$ cat src/sv/complex_arith_unit_macros.svh
// Assertion macros for the complex arithmetic unit.
`ifndef COMPLEX_ARITH_UNIT_MACROS_SVH
`define COMPLEX_ARITH_UNIT_MACROS_SVH
`ifndef SYNTHESIS
// Clocked check that is switched off while reset is high.
`define CAU_ASSERT_CLK(label, expr) \
   label: assert property (@(posedge clock) disable iff (reset) expr) \
      else $error("complex_arith_unit check failed");
// Clocked check that also runs during reset.
`define CAU_ASSERT_RST(label, expr) \
   label: assert property (@(posedge clock) expr) \
      else $error("complex_arith_unit reset check failed");
`else
`define CAU_ASSERT_CLK(label, expr)
`define CAU_ASSERT_RST(label, expr)
`endif
`endif

$ cat src/sv/cau_pkg.sv
// Shared types, codes and constants of the complex arithmetic unit.
package cau_pkg;
   localparam int DATA_W    = 32;
   localparam int FRAC_BITS = 16;
   localparam int PROD_W    = 2 * DATA_W;
   localparam int SUM_W     = PROD_W + 1;
   localparam int REM_W     = PROD_W;
   localparam int DIV_STEPS = DATA_W;

   localparam logic [DATA_W-1:0] SAT_MAX = {1'b0, {(DATA_W-1){1'b1}}};
   localparam logic [DATA_W-1:0] SAT_MIN = {1'b1, {(DATA_W-1){1'b0}}};

   typedef enum logic [1:0] {
      CMD_ADD = 2'd0,
      CMD_SUB = 2'd1,
      CMD_MUL = 2'd2,
      CMD_DIV = 2'd3
   } cmd_type;

   typedef enum logic [1:0] {
      STATUS_OK       = 2'd0,
      STATUS_SAT      = 2'd1,
      STATUS_DIV_ZERO = 2'd2
   } status_type;

   // One part of a division in flight.
   typedef struct packed {
      logic              neg;
      logic              big;
      logic [REM_W-1:0]  rem;
      logic [DATA_W-1:0] low;
      logic [DATA_W-1:0] q;
   } lane_type;

   // Request state carried through the divider stages.
   typedef struct packed {
      logic              is_div;
      logic              div_zero;
      logic [DATA_W-1:0] fwd_re;
      logic [DATA_W-1:0] fwd_im;
      logic              fwd_sat;
      logic [REM_W-1:0]  den;
      lane_type          re;
      lane_type          im;
   } div_pipe_type;
endpackage

$ cat src/sv/cau_div_stage.sv
// One registered restoring-division stage: one quotient bit for each part.
module cau_div_stage (
   input  logic                  clock,
   input  logic                  reset,
   input  logic                  up_valid,
   output logic                  up_ready,
   input  cau_pkg::div_pipe_type up_data,
   output logic                  down_valid,
   input  logic                  down_ready,
   output cau_pkg::div_pipe_type down_data
);
   import cau_pkg::*;

   logic         valid_ff;
   div_pipe_type data_ff;
   div_pipe_type data_in;

   // Shift in the next dividend bit and subtract the divisor when it fits.
   function automatic lane_type step(lane_type l, logic [REM_W-1:0] den);
      lane_type         r;
      logic [REM_W-1:0] r2;
      r     = l;
      r2    = {l.rem[REM_W-2:0], l.low[DATA_W-1]};
      r.low = {l.low[DATA_W-2:0], 1'b0};
      if (r2 >= den) begin
         r.rem = r2 - den;
         r.q   = {l.q[DATA_W-2:0], 1'b1};
      end else begin
         r.rem = r2;
         r.q   = {l.q[DATA_W-2:0], 1'b0};
      end
      return r;
   endfunction

   always_comb begin
      data_in    = up_data;
      data_in.re = step(up_data.re, up_data.den);
      data_in.im = step(up_data.im, up_data.den);
   end

   // The stage takes a request when it is empty or its content moves on.
   assign up_ready   = !valid_ff || down_ready;
   assign down_valid = valid_ff;
   assign down_data  = data_ff;

   always_ff @(posedge clock) begin
      if (reset) begin
         valid_ff <= 1'b0;
      end else if (up_ready) begin
         valid_ff <= up_valid;
      end
   end

   always_ff @(posedge clock) begin
      if (up_ready && up_valid) begin
         data_ff <= data_in;
      end
   end
endmodule

$ cat config.mk
export PLATFORM = sky130hd
export DESIGN_NAME = cau_div_stage
export DESIGN_NICKNAME = d
export VERILOG_FILES = /design/src/sv/complex_arith_unit_macros.svh /design/src/sv/cau_pkg.sv /design/src/sv/cau_div_stage.sv
export SDC_FILE = /design/constraint.sdc
export NUM_CORES = 1
export LEC_CHECK = 0
export BUFFER_PORTS_ARGS = -buffer_cell sky130_fd_sc_hd__buf_2
export CAP_MARGIN = 20
export CORE_AREA = 3 3 308 310
export DETAILED_ROUTE_END_ITERATION = 8
export DIE_AREA = 0 0 311 313
export GPL_ROUTABILITY_DRIVEN = 0
export GPL_TIMING_DRIVEN = 0
export SYNTH_ARGS = -nofsm -noshare
export SYNTH_HDL_FRONTEND = slang
export SYNTH_SLANG_ARGS = --single-unit
export TNS_END_PERCENT = 50
$ cat constraint.sdc
create_clock -name clock -period 13.2 [get_ports clock]
set_input_delay 0.66 -clock clock [delete_from_list [all_inputs] [get_ports clock]]
set_output_delay 0.66 -clock clock [all_outputs]
set_load 0.005 [all_outputs]
**Yosys cells after proc, flatten, opt, wreduce, memory -nomap -nowiden**

Index checks and enable logic that the tools add are counted.

- Add/sub/neg operators: 2
- $lt $le $gt $ge: 2
- Muxes and demuxes: 4
- Reduce and logical (&&, ||, !) cells: 3

Operators with widths:

| cell | count |
|---|---|
| $ge 64x64->1 | 2 |
| $mux 64 | 2 |
| $sub 64x64->64 | 2 |
| $mux 1 | 2 |
| $logic_and 1x1->1 | 1 |
| $logic_not 1->1 | 1 |
| $logic_or 1x1->1 | 1 |

- Flip-flop bits (word level): 390
- Bits of input ports: 395
- Output and inout port bits: 393
- Word-level logic and storage cells: 28

**Depth between registers and ports, before layout**

Gate-level depths: netlist of the first run.

- Word-level depth: 3
- Mapped depth: 16
- Depth with buffers taken out: 14

**Worst setup path after synthesis of the first run**

No wires, ideal clock.

- Path kind: input port to flip-flop
- Start: input port down_ready
- End: register data_ff (netlist bit down_data[0]) (enable)
- Data arrival time: 9,634 ps
- Required time: 12,397 ps
- Setup slack: 2,763 ps
- Cell stages on the path: 2
- Path buffers: 0
- Path through: nand2b_1 and2_1

- Longest elaborated chain between the ends: 2

Ends and longest elaborated chain:

| item | RTL line | source |
|---|---|---|
| from (decl) | cau_div_stage.sv:9 | `input logic down_ready,` |
| $logic_or 1x1->1 | cau_div_stage.sv:42 | `assign up_ready = !valid_ff \|\| down_ready;` |
| $logic_and 1x1->1 | cau_div_stage.sv:55 | `if (up_ready && up_valid) begin` |
| to (signal assigned) | cau_div_stage.sv:56 | `data_ff <= data_in;` |
| to (decl) | cau_div_stage.sv:15 | `div_pipe_type data_ff;` |

No other way between the ends.
A chain may end at the register's enable or synchronous reset.

==> impl_metrics.toml, run 1 <==
[cts]
clock_sinks = 390
cts_max_level = 2
clkTransAtPathRegs_ps = 60
numCtsBuffers = 50
clock_latency_ps = 620
cts-resized-gates = 0
clockRootBuffer = "clkbuf_16"
cts_tree = "done"
cts_setup_buffers = 0
cts_buffer_depth = 3
cts_hold_buf = 0

[synthesis]
synth_edf_count = 389
ys_warn_count = 0
synthCells = 1922
synth-main-ff-cell = "edfxtp_1"
synth_top_area_cell = "edfxtp_1"
async_flop_share_pct = 0
ys_seq_area_share_pct = 55.0
syn_area_um2 = 21300
syn_area_per_cell_um2 = 11.1
synthTopCellsByArea = "edfxtp_1, ha_1, a21oi_1, o21ai_0, nand2_1"
synth_top_area_share_pct = 54.9
ys_ff_latch = 390
synth.distinct_cells = 87

[sta]
clock.fmax_mhz = 239
setup_viol = 0
rsz0062_at_grt = "no"
hold_viol = 0
skew_ps = 15.3
finalSetupTns_ps = 0
finalMaxSlewViolations = 0
worst_slew_pin_slew_ps = 889
slew_headroom_pct = 40.7
finalCriticalPeriod_ps = 4190
period_share_pct = 31.7

[power]
peakVddDrop_mv = 0.0847
p_leak_nw = 12.1
powerDensity_nw_per_um2 = 128

[die]
start_util_pct = 23.2
die_w_um = 311
io_pins = 788
rows = 111
dieHeight_um = 313
design.core.area_um2 = 91900
dieArea_um2 = 97300

[placement]
dp_hpwl_mm = 84.6
port_buffers = 781

[grt]
grt_use_total_pct = 19.7
top_usage_layer = "met2"
use_met1_pct = 19.8
antenna_found_initial = 117
overflow = 0
grt_use_met2_pct = 35.4
grt_pass1_wl_mm = 136
met3_usage_pct = 7.91
grt_max_degree = 72
grt_pass1_vias = 18694

[route]
drt-initial-drc-count = 1423
wirelength_mm = 100
wl_per_cell_um = 24.6
drtAntennaViolNets = 0
num_vias = 19079
avgViaCountPerCell = 4.67
first_pass_iters = 7
drcViolationCount = 0

[job]
drv_cap = 0

[critical_path]
slowest_stage = "clkbuf_1"
crit_required_ps = 13470
worst-path-buf-inv = 3
critPathKind = "in -> reg"
path_delay_family = "compound AO/OA/AOI/OAI gates"
cp-end-kind = "flip-flop"
critPathArrivalTime_ps = 4460
max_stage_delay_ps = 670
crit_fanout = 10
start_kind = "input port"
path_cells = "buf_2, inv_1, ha_1, a21o_1, a21o_1, a211o_1, a21oi_1, o21ai_0, a31oi_1, a21oi_2, nor2_8, clkbuf_1, o21ai_0"

[min_path]
hold_path_class = "in -> reg"

[final_layout]
mostFrequentLayoutCell = "buf_2"
final_cell_mix = "buf_2, edfxtp_1, a21oi_1, nand2_1, o21ai_0"
drive_gt1_share_pct = 33.5
nNetsFinal = 3287
nFillCells = 9629
synthToLayoutAreaGrowth_pct = 34.2
final_core_util_pct = 31.1

[status]
outcome = "finished, final reports clean"
## state kept, by name, summed over array words and instances (netlist names)
name	count
down_data	389
down_valid	1
## final timing paths
| check | depth (start not counted) | slack, ps | to | startpoint |
|---|---|---|---|---|
| min | 2 | 200 | down_valid | reset |
| min reg2reg | 2 | 590 | down_valid | down_valid |
| max | 13 | 9010 | down_data[198] | up_data[293] |
| max reg2reg | 4 | 10830 | down_data[370] | down_valid |
## Yosys cell counts (16+ instances only)
master,count
a21oi_1,190
nand3_1,31
nand2_1,186
nand2b_1,22
o21ai_0,146
ha_1,128
o21ai_1,16
nor3_1,20
xor2_1,54
a21o_1,65
nand4_1,51
inv_1,99
o21bai_1,26
clkbuf_1,47
nor2_1,141
xnor2_1,57
buf_2,21
edfxtp_1,389
## area by class of cell
class                      count  area [um2]  share of cell area (%)
sequential                   390       11700                    40.9
multi-input combinational   1343        8770                    30.7
antenna                       37        92.6                   0.324
tap                         1243        1560                    5.44
clock buffer                  66        1330                    4.66
inverter                     101         379                    1.33
buffer                        89         450                    1.58
timing repair buffer         787        4070                    14.3
clock inverter                26         224                   0.784
## logic make-up (layout without fill, tap and decap cells)
logic type               after synthesis  after routing  share of synthesized area, %
other                                  1             39                        0.0176
AND/OR/NAND/NOR                      510            510                          11.1
AO/OA/AOI/OAI                        581            581                          17.3
multiplexers                           9              9                         0.464
XOR/XNOR                             111            111                          4.57
adder cells (fa/ha/maj)              130            130                          7.71
buffers and inverters                190           1069                          3.90
flip-flops                           390            390                          55.0
## worst register-to-register path: cells and delay by family, from the launching register on
kind / cells / cell delay (ps)
flops: 1 / 310
simple gates: 2 / 910
buf+inv: 2 / 760
## through the flow
stage | power [W] | instance area [um2] | std cells | setup WS [ps] | hold slack (ps)
2_1_floorplan | 0.00201 | 21300 | 1923 | 2760 | 522
3_3_place_gp | 0.00238 | 26800 | 3947 | -2270 | 609
3_5_place_dp | 0.00235 | 26900 | 3953 | 8140 | 609
4_1_cts | 0.00371 | 28500 | 4045 | 8830 | 133
5_1_grt | 0.00384 | 28500 | 4063 | 8750 | 159
6_report | 0.00365 | 28600 | 4082 | 9010 | 200
## report_power, final
part	leakage (nW)	total (W)	internal [W]	switching [W]
clock	0.736	0.00132	0.000752	0.000570
combinational	7.62	0.000815	0.000307	0.000508
sequential	3.77	0.00151	0.00149	0.0000229
total	12.1	0.00365	0.00255	0.00110
## layer usage
layer	vias up	routed length [um]
met5	-	260
met1	9007	35000
met4	38	5320
met2	853	50600
li1	8880	-
met3	301	9130
Note: power is estimated with default switching activity, not from simulation.
==> run 2: changes to the inputs <==
==> constraint.sdc (replaced) <==
create_clock -name clock -period 3.9 [get_ports clock]
set_input_delay 0.195 -clock clock [delete_from_list [all_inputs] [get_ports clock]]
set_output_delay 0.195 -clock clock [all_outputs]
set_load 0.005 [all_outputs]
==> impl_metrics.toml, run 2 (same netlist as run 1, synthesis figures left out) <==
[route]
wirelength_mm = 102
wl_per_cell_um = 23.0
first_pass_iters = 5
num_vias = 20450
avgViaCountPerCell = 4.60
drt-initial-drc-count = 1394
drcViolationCount = 0
drtAntennaViolNets = 0

[final_layout]
nNetsFinal = 3673
largest_reg_flops = 389
nFillCells = 9306
drive_gt1_share_pct = 30.0
mostFrequentLayoutCell = "buf_2"
final_cell_mix = "buf_2, edfxtp_1, dlygate4sd3_1, a21oi_1, nand2_1"
design_area_um2 = 32600
synthToLayoutAreaGrowth_pct = 53.2

[cts]
cts_max_level = 2
clockRootBuffer = "clkbuf_16"
cts_tree = "done"
cts_buffer_depth = 3
numCtsBuffers = 50
clkTransAtPathRegs_ps = 60
clock_sinks = 390
clock_latency_ps = 620

[critical_path]
crit_fanout = 6
reg2reg_slack_ps = 1420
r2r-end = "down_data[34]"
worstReg2RegStart = "down_valid"
critPathArrivalTime_ps = 4140
cp-end-kind = "flip-flop"
crit_required_ps = 4260
critPathKind = "in -> reg"
start_kind = "input port"
reg2reg_depth = 5
crit_start = "up_data[268]"

[sta]
finalCriticalPeriod_ps = 3780
hold_viol = 0
slew_headroom_pct = 44.9
skew_ps = 27.2
worst_slew_pin_slew_ps = 820
period_share_pct = 96.8
setup_viol = 0
clock.fmax_mhz = 265
finalMaxSlewViolations = 0

[die]
dieArea_um2 = 97300
io_pins = 788
start_util_pct = 23.2
die_w_um = 311
design.core.area_um2 = 91900
rows = 111
dieHeight_um = 313

[grt]
grt_pass1_vias = 20852
overflow = 0
grt_pass1_wl_mm = 144
antenna_found_initial = 58
grt_use_total_pct = 20.3
grt_max_degree = 71

[min_path]
hold_path_class = "in -> reg"
hold_depth = 3
worstHoldEndpoint = "down_data[255]"
min_from = "up_data[254]"

[placement]
dp_hpwl_mm = 84.4
detailed_place.area_um2 = 26900
port_buffers = 781

[status]
outcome = "finished, final reports clean"

[job]
drv_cap = 0

[power]
powerDensity_nw_per_um2 = 405
peakVddDrop_mv = 0.288
p_leak_nw = 13.9
p_total_w = 0.0132
[run 2: area by class of cell]
type                            count  area (um2)  area share [%]
Buffer                             88         463            1.42
Clock inverter                     35         460            1.41
Timing Repair Buffer             1174        7940            24.3
Antenna cell                       21        52.6           0.161
Tap cell                         1243        1560            4.77
Inverter                          101         379            1.16
Sequential cell                   390       11700            35.9
Multi-Input combinational cell   1343        8790            26.9
Clock buffer                       54        1290            3.95
[run 2: power breakdown]
part,switching [W],total (W),internal [W],leakage (nW)
combinational,0.00181,0.00311,0.00130,9.25
sequential,0.0000835,0.00512,0.00504,3.77
clock,0.00197,0.00497,0.00300,0.845
[run 2: how the worst max path moves through the flow]
stage	end	slack (ps)	depth (start not counted)
6_report	down_data[255]	120	14
5_1_grt	down_data[81]	-20	15
4_1_cts	down_data[65]	20	17
3_5_place_dp	down_data[198]	-700	13
3_3_place_gp	down_data[34]	-1200	3
2_1_floorplan	down_data[0]	290	2
[run 2: worst max-delay path: stages]
cell           delay (ps)
dlygate4sd3_1         540
buf_2                 120
inv_1                  50
ha_1                  400
nand4_1               250
or2_1                 320
a211oi_2              250
o22ai_2               170
a2111oi_1             680
or3b_4                290
o211ai_2              140
a211oi_1              340
o21ai_0               130
a31o_1                250
[run 2: layer usage]
layer	vias to the layer above	global-route usage, %	routed length [um]
met3	216	5.30	7320
li1	9624	-	-
met1	9775	21.7	37500
met2	821	38.0	53300
met4	14	7.89	4200
met5	-	0	87
[run 2: what timing repair did]
| item | 4_1_cts | 5_1_grt |
|---|---|---|
| setup endpoints to repair | 1 | 23 |
| hold buffers | 385 | 0 |
| pin swaps | 0 | 1 |
| resized for setup | 0 | 9 |
| setup buffers | 0 | 2 |
| endpoints found under the hold margin | 384 | 0 |
[run 2: metrics by stage]
stage | setup slack (ps) | cells | hold WS [ps] | setup TNS, ps | util [%]
after global routing | -15.5 | 4441 | 39.1 | -15.5 | 35.5
final | 125 | 4449 | 50.3 | 0 | 35.5
after global placement | -1200 | 3947 | 354 | -440770 | 29.1
after CTS | 16.1 | 4426 | 3.86 | 0 | 35.4
after detailed placement | -698 | 3953 | 354 | -18080 | 29.3
after floorplan | 291 | 1923 | 264 | 0 | -
